### config.mk
export PLATFORM = sky130hd
export DESIGN_NAME = lexer_token_classifier_top
export DESIGN_NICKNAME = d
export VERILOG_FILES = /design/src/design/ltc_pkg.sv /design/src/design/lexer_token_classifier_top.sv /design/src/design/ltc_classifier.sv /design/src/design/ltc_rslt_fifo.sv
export SDC_FILE = /design/constraint.sdc
export NUM_CORES = 1
export LEC_CHECK = 0
export BUFFER_PORTS_ARGS = -buffer_cell sky130_fd_sc_hd__buf_2
export CORE_MARGIN = 2
export CORE_UTILIZATION = 55
export CTS_CLUSTER_DIAMETER = 30
export CTS_CLUSTER_SIZE = 16
export DETAILED_ROUTE_END_ITERATION = 12
export PLACE_DENSITY = 0.75
export SLEW_MARGIN = 0
export SYNTH_ARGS = -nofsm -noshare
export SYNTH_HDL_FRONTEND = slang
export SYNTH_HIERARCHICAL = 1
export SYNTH_SLANG_ARGS = --single-unit
### constraint.sdc
create_clock -name clk -period 5.5 [get_ports clk]
set_clock_uncertainty 0.2 [all_clocks]
set_input_delay 1.1 -clock clk [delete_from_list [all_inputs] [get_ports clk]]
set_output_delay 1.1 -clock clk [all_outputs]
set_load 0.05 [all_outputs]
### src/design/ltc_pkg.sv
// ----------------------------------------------------------------------------
// ltc_pkg
// Shared types, constants and helpers for the lexer token classifier.
// ----------------------------------------------------------------------------
package ltc_pkg;

  localparam int SET_SIZE   = 8;
  localparam int CHAR_BITS  = 8;
  localparam int LIST_W     = SET_SIZE * CHAR_BITS;
  localparam int CNT_W      = 4;
  localparam int CFG_DATA_W = LIST_W;
  localparam int CFG_IDX_W  = 4;
  localparam int FIFO_DEPTH = 4;
  localparam int PTR_W      = $clog2(FIFO_DEPTH);
  localparam int FCNT_W     = $clog2(FIFO_DEPTH + 1);

  // Character codes
  localparam logic [CHAR_BITS-1:0] CH_ZERO    = CHAR_BITS'(48);
  localparam logic [CHAR_BITS-1:0] CH_NINE    = CHAR_BITS'(57);
  localparam logic [CHAR_BITS-1:0] CH_DOT     = CHAR_BITS'(46);
  localparam logic [CHAR_BITS-1:0] CH_UPPER_A = CHAR_BITS'(65);
  localparam logic [CHAR_BITS-1:0] CH_UPPER_Z = CHAR_BITS'(90);
  localparam logic [CHAR_BITS-1:0] CH_LOWER_A = CHAR_BITS'(97);
  localparam logic [CHAR_BITS-1:0] CH_LOWER_Z = CHAR_BITS'(122);

  // Register indexes
  localparam logic [CFG_IDX_W-1:0] REG_SEP_LIST = CFG_IDX_W'(0);
  localparam logic [CFG_IDX_W-1:0] REG_SEP_CNT  = CFG_IDX_W'(1);
  localparam logic [CFG_IDX_W-1:0] REG_NEU_LIST = CFG_IDX_W'(2);
  localparam logic [CFG_IDX_W-1:0] REG_NEU_CNT  = CFG_IDX_W'(3);

  // Token type codes
  localparam logic [1:0] TYPE_INT   = 2'd0;
  localparam logic [1:0] TYPE_FLOAT = 2'd1;
  localparam logic [1:0] TYPE_STR   = 2'd2;

  typedef enum logic [1:0] {
    KIND_NONE,
    KIND_INT,
    KIND_FLOAT,
    KIND_STR
  } kind_t;

  typedef struct packed {
    logic [LIST_W-1:0] sep_list;
    logic [CNT_W-1:0]  sep_cnt;
    logic [LIST_W-1:0] neu_list;
    logic [CNT_W-1:0]  neu_cnt;
  } cfg_t;

  typedef struct packed {
    logic [CHAR_BITS-1:0] ch;
    logic                 char_valid;
    logic [1:0]           token_type;
    logic                 token_start;
    logic                 token_end;
    logic                 last_of_run;
  } rslt_t;

  typedef struct packed {
    rslt_t      first;
    rslt_t      second;
    logic [1:0] count;
  } cls_out_t;

  function automatic logic [1:0] type_of(kind_t kind);
    logic [1:0] t;
    case (kind)
      KIND_INT:   t = TYPE_INT;
      KIND_FLOAT: t = TYPE_FLOAT;
      default:    t = TYPE_STR;
    endcase
    return t;
  endfunction

  function automatic logic in_set(logic [LIST_W-1:0] list, logic [CNT_W-1:0] cnt,
                                  logic [CHAR_BITS-1:0] ch);
    logic hit;
    hit = 1'b0;
    for (int i = 0; i < SET_SIZE; i++) begin
      if ((CNT_W'(i) < cnt) && (list[i*CHAR_BITS +: CHAR_BITS] == ch)) begin
        hit = 1'b1;
      end
    end
    return hit;
  endfunction

endpackage

### src/design/lexer_token_classifier_top.sv
// ----------------------------------------------------------------------------
// lexer_token_classifier_top
// Character-stream tokenizer tag stage with configurable separator and
// neutral-letter sets.
// ----------------------------------------------------------------------------
// One character request is taken per clock while in_ready is high. Each
// character is classified in the accept cycle against the open token
// (integer, float, string or none) and produces zero, one or two result
// records, written into a four-entry result queue; out_ drains it one record
// per clock while out_ready is high. A character that closes a token and
// starts another yields an end marker followed by its own record. Throughput
// is one character per cycle while each gives at most one record, and is
// bounded by the single queue read port otherwise. in_ready is high whenever
// the queue has room for two records, so the input side never waits on a
// merely pending result. Configuration registers are written through cfg_;
// the user must do so only while the block is idle; the block does not enforce it.
// ----------------------------------------------------------------------------
module lexer_token_classifier_top (
  input  logic                           clk,
  input  logic                           rst_n,
  // character requests
  input  logic                           in_valid,
  output logic                           in_ready,
  input  logic [ltc_pkg::CHAR_BITS-1:0]  in_char,
  input  logic                           in_last,
  // tagged results
  output logic                           out_valid,
  input  logic                           out_ready,
  output logic [ltc_pkg::CHAR_BITS-1:0]  out_char,
  output logic                           out_char_valid,
  output logic [1:0]                     out_token_type,
  output logic                           out_token_start,
  output logic                           out_token_end,
  output logic                           out_last_of_run,
  // configuration writes
  input  logic                           cfg_wr_en,
  input  logic [ltc_pkg::CFG_IDX_W-1:0]  cfg_index,
  input  logic [ltc_pkg::CFG_DATA_W-1:0] cfg_data
);

  ltc_pkg::cfg_t     cfg_r, cfg_nxt;
  ltc_pkg::kind_t    open_kind_r, open_kind_nxt;
  ltc_pkg::kind_t    cls_kind;
  ltc_pkg::cls_out_t cls;
  ltc_pkg::rslt_t    head;
  logic              accept;
  logic              room2;
  logic              not_empty;
  logic [1:0]        push_cnt;

  // Register file: unknown indexes are ignored
  always_comb begin
    cfg_nxt = cfg_r;
    if (cfg_wr_en) begin
      case (cfg_index)
        ltc_pkg::REG_SEP_LIST: cfg_nxt.sep_list = cfg_data[ltc_pkg::LIST_W-1:0];
        ltc_pkg::REG_SEP_CNT:  cfg_nxt.sep_cnt  = cfg_data[ltc_pkg::CNT_W-1:0];
        ltc_pkg::REG_NEU_LIST: cfg_nxt.neu_list = cfg_data[ltc_pkg::LIST_W-1:0];
        ltc_pkg::REG_NEU_CNT:  cfg_nxt.neu_cnt  = cfg_data[ltc_pkg::CNT_W-1:0];
        default:               cfg_nxt = cfg_r;
      endcase
    end
  end

  always_ff @(posedge clk) begin
    if (!rst_n) begin
      cfg_r <= '0;
    end else begin
      cfg_r <= cfg_nxt;
    end
  end

  // Classify the incoming character against the open token
  ltc_classifier u_classifier (
    .ch        (in_char),
    .last      (in_last),
    .open_kind (open_kind_r),
    .cfg       (cfg_r),
    .cls       (cls),
    .kind_nxt  (cls_kind)
  );

  assign in_ready = room2;
  assign accept   = in_valid && in_ready;
  assign push_cnt = accept ? cls.count : 2'd0;

  // Advance the open-token state only on an accepted request
  always_comb begin
    open_kind_nxt = accept ? cls_kind : open_kind_r;
  end

  always_ff @(posedge clk) begin
    if (!rst_n) begin
      open_kind_r <= ltc_pkg::KIND_NONE;
    end else begin
      open_kind_r <= open_kind_nxt;
    end
  end

  // Hold results until the consumer takes them
  ltc_rslt_fifo u_rslt_fifo (
    .clk       (clk),
    .rst_n     (rst_n),
    .push_cnt  (push_cnt),
    .push_a    (cls.first),
    .push_b    (cls.second),
    .pop       (out_ready),
    .head      (head),
    .not_empty (not_empty),
    .room2     (room2)
  );

  assign out_valid       = not_empty;
  assign out_char        = head.ch;
  assign out_char_valid  = head.char_valid;
  assign out_token_type  = head.token_type;
  assign out_token_start = head.token_start;
  assign out_token_end   = head.token_end;
  assign out_last_of_run = head.last_of_run;

  // The last character of the text always leaves no token open
  a_last_closes: assert property (@(posedge clk) disable iff (!rst_n)
    (accept && in_last) |=> (open_kind_r == ltc_pkg::KIND_NONE))
    else $error("token left open after last character");

  // A request that yields a result makes output valid in the next cycle
  a_result_shows: assert property (@(posedge clk) disable iff (!rst_n)
    (accept && (cls.count != 2'd0)) |=> out_valid)
    else $error("accepted result not presented");

  // A two-record run always starts with a pure end marker
  a_two_starts_with_end: assert property (@(posedge clk) disable iff (!rst_n)
    (accept && (cls.count == 2'd2)) |-> (!cls.first.char_valid && cls.first.token_end))
    else $error("two-record run without leading end marker");

endmodule

### src/design/ltc_classifier.sv
// ----------------------------------------------------------------------------
// ltc_classifier
// Classifies one character against the open token and builds up to two
// result records plus the next open-token kind.
// ----------------------------------------------------------------------------
module ltc_classifier (
  input  logic [ltc_pkg::CHAR_BITS-1:0] ch,
  input  logic                          last,
  input  ltc_pkg::kind_t                open_kind,
  input  ltc_pkg::cfg_t                 cfg,
  output ltc_pkg::cls_out_t             cls,
  output ltc_pkg::kind_t                kind_nxt
);

  logic is_digit, is_dot, is_numeric, is_alpha, is_sep;
  logic cont;
  ltc_pkg::kind_t cont_kind;
  ltc_pkg::kind_t start_kind;
  logic start_hit;
  logic [1:0] start_type;

  always_comb begin
    is_digit   = (ch >= ltc_pkg::CH_ZERO) && (ch <= ltc_pkg::CH_NINE);
    is_dot     = (ch == ltc_pkg::CH_DOT);
    is_numeric = is_digit || is_dot;
    is_alpha   = ((ch >= ltc_pkg::CH_UPPER_A) && (ch <= ltc_pkg::CH_UPPER_Z)) ||
                 ((ch >= ltc_pkg::CH_LOWER_A) && (ch <= ltc_pkg::CH_LOWER_Z)) ||
                 ltc_pkg::in_set(cfg.neu_list, cfg.neu_cnt, ch);
    is_sep     = ltc_pkg::in_set(cfg.sep_list, cfg.sep_cnt, ch);

    cont = (open_kind == ltc_pkg::KIND_STR) ? (is_alpha || is_numeric) :
           (open_kind != ltc_pkg::KIND_NONE) ? is_numeric : 1'b0;
    cont_kind = ((open_kind == ltc_pkg::KIND_INT) && is_dot) ? ltc_pkg::KIND_FLOAT
                                                             : open_kind;

    // Separator wins over every other class at token start
    start_hit  = is_sep || is_numeric || is_alpha;
    if (is_sep) begin
      start_kind = ltc_pkg::KIND_NONE;
      start_type = ltc_pkg::TYPE_STR;
    end else if (is_numeric) begin
      start_kind = is_dot ? ltc_pkg::KIND_FLOAT : ltc_pkg::KIND_INT;
      start_type = is_dot ? ltc_pkg::TYPE_FLOAT : ltc_pkg::TYPE_INT;
    end else if (is_alpha) begin
      start_kind = ltc_pkg::KIND_STR;
      start_type = ltc_pkg::TYPE_STR;
    end else begin
      start_kind = ltc_pkg::KIND_NONE;
      start_type = ltc_pkg::TYPE_STR;
    end
  end

  // Next open-token kind
  always_comb begin
    if (cont) begin
      kind_nxt = last ? ltc_pkg::KIND_NONE : cont_kind;
    end else begin
      kind_nxt = last ? ltc_pkg::KIND_NONE : start_kind;
    end
  end

  // Result records
  always_comb begin
    ltc_pkg::rslt_t end_mark;
    ltc_pkg::rslt_t start_rec;
    ltc_pkg::rslt_t cont_rec;

    end_mark.ch          = '0;
    end_mark.char_valid  = 1'b0;
    end_mark.token_type  = ltc_pkg::type_of(open_kind);
    end_mark.token_start = 1'b0;
    end_mark.token_end   = 1'b1;
    end_mark.last_of_run = !start_hit;

    start_rec.ch          = ch;
    start_rec.char_valid  = 1'b1;
    start_rec.token_type  = start_type;
    start_rec.token_start = 1'b1;
    start_rec.token_end   = is_sep || last;
    start_rec.last_of_run = 1'b1;

    cont_rec.ch          = ch;
    cont_rec.char_valid  = 1'b1;
    cont_rec.token_type  = ltc_pkg::type_of(cont_kind);
    cont_rec.token_start = 1'b0;
    cont_rec.token_end   = last;
    cont_rec.last_of_run = 1'b1;

    cls.second = start_rec;
    if (cont) begin
      cls.first = cont_rec;
      cls.count = 2'd1;
    end else if (open_kind != ltc_pkg::KIND_NONE) begin
      cls.first = end_mark;
      cls.count = start_hit ? 2'd2 : 2'd1;
    end else begin
      cls.first = start_rec;
      cls.count = start_hit ? 2'd1 : 2'd0;
    end
  end

endmodule

### src/design/ltc_rslt_fifo.sv
// ----------------------------------------------------------------------------
// ltc_rslt_fifo
// Small result queue: takes up to two records per cycle, hands out one.
// ----------------------------------------------------------------------------
module ltc_rslt_fifo (
  input  logic                       clk,
  input  logic                       rst_n,
  input  logic [1:0]                 push_cnt,
  input  ltc_pkg::rslt_t             push_a,
  input  ltc_pkg::rslt_t             push_b,
  input  logic                       pop,
  output ltc_pkg::rslt_t             head,
  output logic                       not_empty,
  output logic                       room2
);

  ltc_pkg::rslt_t mem [ltc_pkg::FIFO_DEPTH];

  logic [ltc_pkg::PTR_W-1:0]  wr_ptr_r, wr_ptr_nxt;
  logic [ltc_pkg::PTR_W-1:0]  rd_ptr_r, rd_ptr_nxt;
  logic [ltc_pkg::FCNT_W-1:0] cnt_r, cnt_nxt;
  logic [ltc_pkg::PTR_W-1:0]  wr_ptr_b;
  logic                       do_pop;

  always_comb begin
    do_pop     = pop && (cnt_r != '0);
    wr_ptr_b   = wr_ptr_r + ltc_pkg::PTR_W'(1);
    wr_ptr_nxt = wr_ptr_r + ltc_pkg::PTR_W'(push_cnt);
    rd_ptr_nxt = rd_ptr_r + ltc_pkg::PTR_W'(do_pop);
    cnt_nxt    = cnt_r + ltc_pkg::FCNT_W'(push_cnt) - ltc_pkg::FCNT_W'(do_pop);
  end

  always_ff @(posedge clk) begin
    if (!rst_n) begin
      wr_ptr_r <= '0;
      rd_ptr_r <= '0;
      cnt_r    <= '0;
    end else begin
      wr_ptr_r <= wr_ptr_nxt;
      rd_ptr_r <= rd_ptr_nxt;
      cnt_r    <= cnt_nxt;
    end
  end

  always_ff @(posedge clk) begin
    if (push_cnt != 2'd0) begin
      mem[wr_ptr_r] <= push_a;
    end
    if (push_cnt == 2'd2) begin
      mem[wr_ptr_b] <= push_b;
    end
  end

  assign head      = mem[rd_ptr_r];
  assign not_empty = (cnt_r != '0);
  assign room2     = (cnt_r <= ltc_pkg::FCNT_W'(ltc_pkg::FIFO_DEPTH - 2));

endmodule
# Yosys cells after proc, flatten, opt, wreduce, memory -nomap -nowiden
# Memories as Yosys holds them, arrays and structs flattened. A register that Yosys moved wholly into a read port is not among the register bits.
# Index checks and enable logic that the tools add are counted.
dict set report totals {
  regBits 145
  ram_bits 56
  wordCells 144
  n_memories 1
}
dict set report classes {
  addsub 5
  n_lt_le_gt_ge 23
  n_eq_ne 26
  muxes 43
  reduce_logical 38
}
# memory depth word_bits rd rd_clocked_by_memory_dff wr line_no
set mem_list {}
lappend mem_list {u_rslt_fifo.mem 4 14 1 1 2 ltc_rslt_fifo.sv:17} ;# ltc_pkg::rslt_t mem [ltc_pkg::FIFO_DEPTH];
# operator count
set ops {}
lappend ops {{8-bit == test} 16}
lappend ops {{3-bit by 4-bit < comparator with 1-bit output (first input constant)} 8}
lappend ops {{2-bit two-way mux} 15}
lappend ops {{14-bit two-way mux} 2}
lappend ops {{1-bit two-way mux} 24}
lappend ops {{1-bit logical AND} 22}
lappend ops {{8-bit by 7-bit >= comparator with 1-bit output (second input constant)} 2}
lappend ops {{8-bit by 7-bit <= comparator with 1-bit output (second input constant)} 2}
lappend ops {{1-bit by 4-bit < comparator with 1-bit output (first input constant)} 4}
lappend ops {{2-bit by 4-bit < comparator with 1-bit output (first input constant)} 4}
lappend ops {{2-bit == test (second input constant)} 4}
lappend ops {{4-bit by 2-bit == test with 1-bit output (second input constant)} 2}
lappend ops {{8-bit by 6-bit == test with 1-bit output (second input constant)} 1}
lappend ops {{8-bit by 6-bit >= comparator with 1-bit output (second input constant)} 1}
lappend ops {{8-bit by 6-bit <= comparator with 1-bit output (second input constant)} 1}
lappend ops {{2-bit one-hot mux with 2 select lines} 2}
lappend ops {{2-bit AND reduction} 4}
lappend ops {{1-bit logical OR} 7}
lappend ops {{2-bit by 1-bit == test with 1-bit output (second input constant)} 2}
lappend ops {{4-bit by 1-bit == test with 1-bit output (second input constant)} 1}
lappend ops {{4-bit zero test} 1}
lappend ops {{2-bit nonzero test} 2}
lappend ops {{3-bit by 2-bit adder with 3-bit output} 1}
lappend ops {{3-bit by 2-bit <= comparator with 1-bit output (second input constant)} 1}
lappend ops {{other kinds (6)} 6}

# Logic depth before layout (Yosys ltp)
# Gate-level depths: netlist of the first run.
dict set report logic_depth {
  depth_word 19
  depth_mapped 17
  mapped_depth_nobuf 15
}

# Cells and area by module
# The synthesis of the first run kept the hierarchy.
# mod n_inst cells_each area_per_inst_um2
set by_module_without_submodules {}
lappend by_module_without_submodules {lexer_token_classifier_top 1 525 5245.0}
lappend by_module_without_submodules {ltc_rslt_fifo 1 184 3233.1}
lappend by_module_without_submodules {ltc_classifier 1 294 2273.4}

# Worst setup path after synthesis of the first run
# Ideal clock, no wire load.
dict set report synth_path {
  path_kind {input to register}
  from {input in_char[3] in the netlist's numbering}
  to {memory u_rslt_fifo/mem[2][0] in the netlist's numbering (enable)}
  setup_time_ps 390
  t_arrival_ps 4396
  path_slack_ps 515
  path_stages 14
  n_path_buf 2
  path_cell_list {buf_2 > buf_2 > o21ai_2 > a32oi_2 > nor2_2 > a2111oi_2 > nand2_1 > nor2_1 > nand2_1 > ha_1 > nand2b_1 > and3_1 > or3b_1 > a21oi_1}
}
# item line_no
set synth_lines {}
lappend synth_lines {{from (decl)} lexer_token_classifier_top.sv:24} ;# input logic [ltc_pkg::CHAR_BITS-1:0] in_char,
lappend synth_lines {{to (decl)} ltc_rslt_fifo.sv:17}

==> flow_metrics.py, run 1 <==
metrics = {
    "status": {
        "status": "finished clean",
    },
    "die": {
        "fp-row-count": 51,
        "ios": 98,
        "dieWidth_um": 144,
        "dieArea_um2": 20700,
        "start_util_pct": 55.6,
        "die_h_um": 144,
        "coreArea_um2": 19300,
    },
    "yosys": {
        "avgSynthCellArea_um2": 10.7,
        "netlist-cell-type-count": 71,
        "synth-simple-area-share_pct": 14.0,
        "synthAdderAreaFrac_pct": 1.23,
        "yosysTopAreaCell": "dfxtp_1",
        "synth_area_leaders": "dfxtp_1, edfxtp_1, mux2i_1",
        "yosysTopAreaCellShare_pct": 27.0,
        "seq_area_frac_synth_pct": 42.6,
        "synth_xor_area_share_pct": 10.8,
        "async_reset_ff_share_pct": 0,
        "synth.most_common_cell": "nand2_1",
        "synth_mux_area_share_pct": 22.2,
        "synth-compound-area-share_pct": 3.20,
        "synth_cells": 1003,
        "synth_top_family_by_area": "multiplexers",
        "netlist_top_cells_count": "nand2_1, dfxtp_1, mux2i_1, xor2_1, xnor2_1",
        "syn-cell-area_um2": 10800,
        "yosysWarnings": 6,
        "synth-main-ff-cell": "dfxtp_1",
        "synth-seq-cells": 201,
        "synth_edf_count": 56,
    },
    "global_route": {
        "grt_pass1_vias": 7907,
        "track_usage_pct": 24.8,
        "antenna_found_initial": 0,
        "grt_pass1_wl_mm": 40.3,
        "grt_overflow_total": 0,
        "grt_max_degree": 118,
    },
    "final_layout": {
        "antenna_cells": 0,
        "drive_gt1_share_pct": 22.0,
        "fin_cells": 1398,
        "syn2layout_area_growth_pct": 19.6,
        "nNetsFinal": 1189,
    },
    "placed_design": {
        "gp_congestion": 0.818,
        "dp_hpwl_mm": 15.9,
        "dp_cells": 1315,
        "io_buffers": 97,
    },
    "drt": {
        "vias": 7547,
        "wirelength_mm": 24.8,
        "viasPerCell": 5.40,
        "ant_nets": 0,
        "wire_per_inst_um": 17.8,
        "first_pass_iters": 7,
        "drt_iter0_drc": 446,
        "wl_met2_mm": 12.4,
        "post-route-drc-count": 0,
        "met1_length_mm": 10.6,
        "top_layer_used": "met4",
        "wl_met3_mm": 1.22,
    },
    "sta": {
        "slew_viol_final": 0,
        "period_needed_ps": 4880,
        "timing.setup.tns_ps": 0,
        "rsz0062_at_grt": "no",
        "setup_violations": 0,
        "hold_violations": 0,
        "slew_headroom_pct": 23.2,
        "tightest_slew_ps": 1150,
        "period_share_pct": 88.7,
        "max_freq_ghz": 0.205,
    },
    "cts": {
        "cts_max_level": 2,
        "cts_buffers": 45,
        "clk_pin_slew_ps": 40,
        "cts_buffer_depth": 3,
        "hold_buffers": 0,
        "cts_setup_buffers": 0,
        "cts-resized-gates": 0,
        "cts_tree": "done",
        "cts_root_buffer": "clkbuf_16",
        "insertion_delay_ps": 530,
        "cts_sinks": 201,
    },
    "critical_path": {
        "slowest_stage": "a2111oi_0",
        "worstPathRequired_ps": 5720,
        "path_buf_inv": 2,
        "critPathMaxFanout": 25,
        "path_cells": "buf_2 > xnor2_1 > nand2_1 > a2111oi_0 > a311o_1 > nor3_4 > nand2_1 > ha_1 > and3_1 > and3_1 > inv_1 > ha_1 > fa_1 > xnor3_1 > and2_1",
        "crit_family": "compound AO/OA/AOI/OAI gates",
        "critPathCaptureType": "flop",
        "cp.arrival_ps": 5100,
        "worst-setup-path-type": "input port to flop",
        "max_stage_delay_ps": 810,
        "start_kind": "input port",
    },
    "hold_path": {
        "min_path_type": "flop to flop",
    },
    "flow_run": {
        "maxCapViolCount": 0,
    },
    "power_and_ir_drop": {
        "vdd_ir_drop_max_mv": 0.276,
        "p_leak_uw": 0.00524,
        "power.density_nw_per_um2": 401,
    },
}
==> sequential cells by signal (all words and copies together), names as in the netlist <==
| signal | count |
|---|---|
| u_rslt_fifo/wr_ptr_r | 2 |
| u_rslt_fifo/cnt_r | 3 |
| open_kind_r | 2 |
| u_rslt_fifo/mem | 56 |
| cfg_r | 136 |
| u_rslt_fifo/rd_ptr_r | 2 |
==> kinds of logic (layout without fill, tap and decap cells) <==
| logic type | Yosys count | in the layout |
|---|---|---|
| mux | 210 | 210 |
| simple gates | 322 | 322 |
| flops | 201 | 201 |
| xor+xnor | 130 | 130 |
| buf+inv | 88 | 216 |
| compound gates | 41 | 41 |
| other cells | 1 | 3 |
| fa+ha+maj | 10 | 10 |
==> cell type report <==
class | count | area, um2
inverter | 12 | 45.0
sequential | 201 | 4580
tap | 265 | 332
multi-input combinational | 716 | 5550
fill | 1482 | 6480
timing repair buffer | 121 | 684
clock buffer | 50 | 1180
clock inverter | 33 | 470
==> through the flow <==
step	hold slack (ps)	utilization (%)	cell area [um2]	worst slack (ps)	power, uW
6_report	266	66.5	12900	620	5150
5_1_grt	279	66.5	12900	411	5330
4_1_cts	268	66.5	12900	658	5200
3_5_place_dp	261	57.9	11200	291	2290
3_3_place_gp	255	57.9	11200	265	2270
2_1_floorplan	246	-	10800	515	2140
==> worst reg2reg max path: cells and delay by family, from the launching register on <==
family	cells	cell delay [ps]
AOI/OAI and AO/OA	2	1140
xor gates and xnor gates	1	170
adders and majority gates	3	880
buffers and inverters	1	90
DFF	1	460
and+or+nand+nor	6	1010
==> worst paths after layout <==
kind / start / to / slack (ps) / cells after the start
max: in_char[2] / u_rslt_fifo/cnt_r[2] / 620 / 15
min reg2reg: cfg_r[92] / cfg_r[92] / 270 / 2
max reg2reg: cfg_r[71] / u_rslt_fifo/cnt_r[2] / 1430 / 13
min: cfg_r[92] / cfg_r[92] / 270 / 2
==> where the power goes <==
part	leakage (uW)	switching [uW]	total (uW)	internal (uW)
logic	0.00278	376	623	247
clock network	0.000798	869	2900	2030
registers	0.00167	59.8	1640	1580
==> routing by layer <==
layer,global-route usage (%),vias up
met4,8.20,0
met2,43.0,227
met3,4.47,55
met5,0,-
li1,-,3660
met1,31.1,3605
==> cells in the final DEF (no fill, tap or decap), types with 7 or more instances in the layout <==
cell type | synthesis | layout
a21oi_1 | 7 | 7
and2_1 | 11 | 11
buf_2 | 15 | 96
buf_4 | 18 | 23
bufinv_16 | 0 | 10
clkbuf_16 | 0 | 45
clkinv_2 | 0 | 9
clkinvlp_4 | 0 | 7
dfxtp_1 | 145 | 145
edfxtp_1 | 56 | 56
ha_1 | 9 | 9
inv_1 | 11 | 11
mux2_1 | 46 | 46
mux2_4 | 10 | 10
mux2i_1 | 140 | 140
mux4_2 | 14 | 14
nand2_1 | 219 | 219
nand4_1 | 16 | 16
nor2_1 | 13 | 13
nor3_1 | 7 | 7
nor4_1 | 19 | 18
xnor2_1 | 63 | 63
xor2_1 | 65 | 65
Note: power is estimated with default switching activity, not from simulation.
==> inputs of run 2 (changes only) <==
- CORE_UTILIZATION: 55 -> 60
- PLACE_DENSITY: 0.75 -> 0.8
==> flow_metrics.py, run 2 (synthesis gave the netlist of run 1 again) <==
metrics = {
    "sta": {
        "fin_ws_ps": 659,
        "slew_headroom_pct": 21.4,
        "slew_viol_final": 0,
        "period_share_pct": 88.0,
        "timing.setup.tns_ps": 0,
        "max_freq_ghz": 0.207,
        "hold_violations": 0,
        "setup_violations": 0,
        "tightest_slew_ps": 1180,
        "rsz0062_at_grt": "no",
        "period_needed_ps": 4840,
    },
    "final_layout": {
        "final_cell_mix": "nand2_1, dfxtp_1, mux2i_1, buf_2, xor2_1",
        "nNetsFinal": 1179,
        "largest-register": "cfg_r",
        "antenna_cells": 0,
        "final_area_um2": 12500,
        "top_regs": "cfg_r: 136 flops, u_rslt_fifo/mem: 56 flops, u_rslt_fifo/cnt_r: 3 flops",
        "mostFrequentLayoutCell": "nand2_1",
        "final_util_pct": 71.5,
        "nFillCells": 1209,
        "syn2layout_area_growth_pct": 15.8,
        "largest_register_ffs": 136,
        "drive_gt1_share_pct": 20.6,
    },
    "drt": {
        "vias": 7550,
        "wirelength_mm": 24.2,
        "drt_iter0_drc": 466,
        "wl_met2_mm": 12.0,
        "ant_nets": 0,
        "met1_length_mm": 10.4,
        "first_pass_iters": 5,
        "top_layer_used": "met4",
        "wire_per_inst_um": 18.1,
        "wl_met3_mm": 1.20,
        "viasPerCell": 5.63,
        "post-route-drc-count": 0,
    },
    "cts": {
        "cts_sinks": 201,
        "insertion_delay_ps": 500,
        "cts-resized-gates": 0,
        "hold_buffers": 0,
        "cts_max_level": 2,
        "cts_root_buffer": "clkbuf_16",
        "cts_tree": "done",
        "cts_buffer_depth": 3,
        "cts_buffers": 38,
        "clk_pin_slew_ps": 50,
        "cts_setup_buffers": 0,
    },
    "critical_path": {
        "r2r_start": "cfg_r[11]",
        "ff2ff_path_depth": 13,
        "cp.arrival_ps": 4880,
        "critPathMaxFanout": 25,
        "ff2ff_setup_slack_ps": 1530,
        "start_kind": "input port",
        "crit_path_end": "u_rslt_fifo/mem[3][11]",
        "critPathCaptureType": "flop",
        "worstPathRequired_ps": 5540,
        "crit_start": "in_char[1]",
        "worst-setup-path-type": "input port to flop",
        "r2r-end": "u_rslt_fifo/mem[3][11]",
    },
    "global_route": {
        "grt_pass1_vias": 7616,
        "grt_overflow_total": 0,
        "track_usage_pct": 26.4,
        "grt_max_degree": 135,
        "grt_pass1_wl_mm": 39.2,
        "antenna_found_initial": 0,
    },
    "power_and_ir_drop": {
        "vdd_ir_drop_max_mv": 0.381,
        "p_leak_uw": 0.00508,
        "finalPower_uw": 4600,
        "power.density_nw_per_um2": 369,
    },
    "placed_design": {
        "io_buffers": 97,
        "placed_area_um2": 11100,
        "gp_congestion": 0.881,
        "dp_hpwl_mm": 15.4,
        "dpl_worst_slack_ps": 231,
    },
    "die": {
        "ios": 98,
        "start_util_pct": 61.7,
        "dieWidth_um": 138,
        "dieArea_um2": 19000,
        "coreArea_um2": 17400,
        "die_h_um": 138,
        "fp-row-count": 48,
    },
    "flow_run": {
        "maxCapViolCount": 0,
    },
    "hold_path": {
        "min_path_type": "flop to flop",
    },
    "status": {
        "status": "finished clean",
    },
}
## run 2: cell count changes in the layout (fill, tap and decap cells not counted), moves of 2 or more
cell / previous run / this run
inv_8: 0 / 3
clkbuf_16: 45 / 39
clkinvlp_4: 7 / 3
bufinv_16: 10 / 4
buf_4: 23 / 19
clkinv_4: 2 / 4
clkinv_2: 9 / 4
## run 2: cell type report
| type | instances | area, um2 | area share [%] |
|---|---|---|---|
| Multi-Input combinational cell | 716 | 5550 | 44.6 |
| Sequential cell | 201 | 4580 | 36.8 |
| Clock buffer | 44 | 1020 | 8.23 |
| Timing Repair Buffer | 118 | 674 | 5.42 |
| Clock inverter | 24 | 289 | 2.32 |
| Tap cell | 225 | 282 | 2.26 |
| Inverter | 12 | 45.0 | 0.362 |
## run 2: worst max-delay path, cell delays in order
cell	delay [ps]
buf_2	550
xnor2_1	170
nand4_1	150
o22ai_1	170
a2111oi_2	500
nand2_1	160
nor2_1	250
nand2_1	90
ha_1	270
nand2b_1	130
and3_1	320
nor4bb_2	320
buf_4	300
mux2_1	370
## run 2: worst min path at each step
stage / start / end / slack (ps) / depth (start not counted)
after floorplan: cfg_r[100] / cfg_r[100] / 250 / 2
after global placement: cfg_r[115] / cfg_r[115] / 250 / 2
after detailed placement: cfg_r[73] / cfg_r[73] / 260 / 2
after CTS: cfg_r[73] / cfg_r[73] / 270 / 2
after global routing: cfg_r[73] / cfg_r[73] / 280 / 2
final: cfg_r[96] / cfg_r[96] / 270 / 2
## run 2: per-layer routing
metal / vias to the layer above / global-route usage (%)
li1: 3644 / -
met2: 229 / 45.6
met5: - / 0
met3: 58 / 4.24
met1: 3619 / 33.4
met4: 0 / 9.52
## run 2: stage by stage
step / cells / hold slack (ps)
final: 1340 / 268
after global routing: 1340 / 281
after CTS: 1340 / 270
after detailed placement: 1272 / 262
after global placement: 1272 / 254
after floorplan: 1005 / 246
## run 2: power breakdown
part	leakage [uW]	switching (uW)	internal, uW	total, uW
logic	0.00276	374	245	619
clock network	0.000641	802	1550	2350
registers	0.00167	59.8	1570	1630
total	0.00508	1240	3360	4600
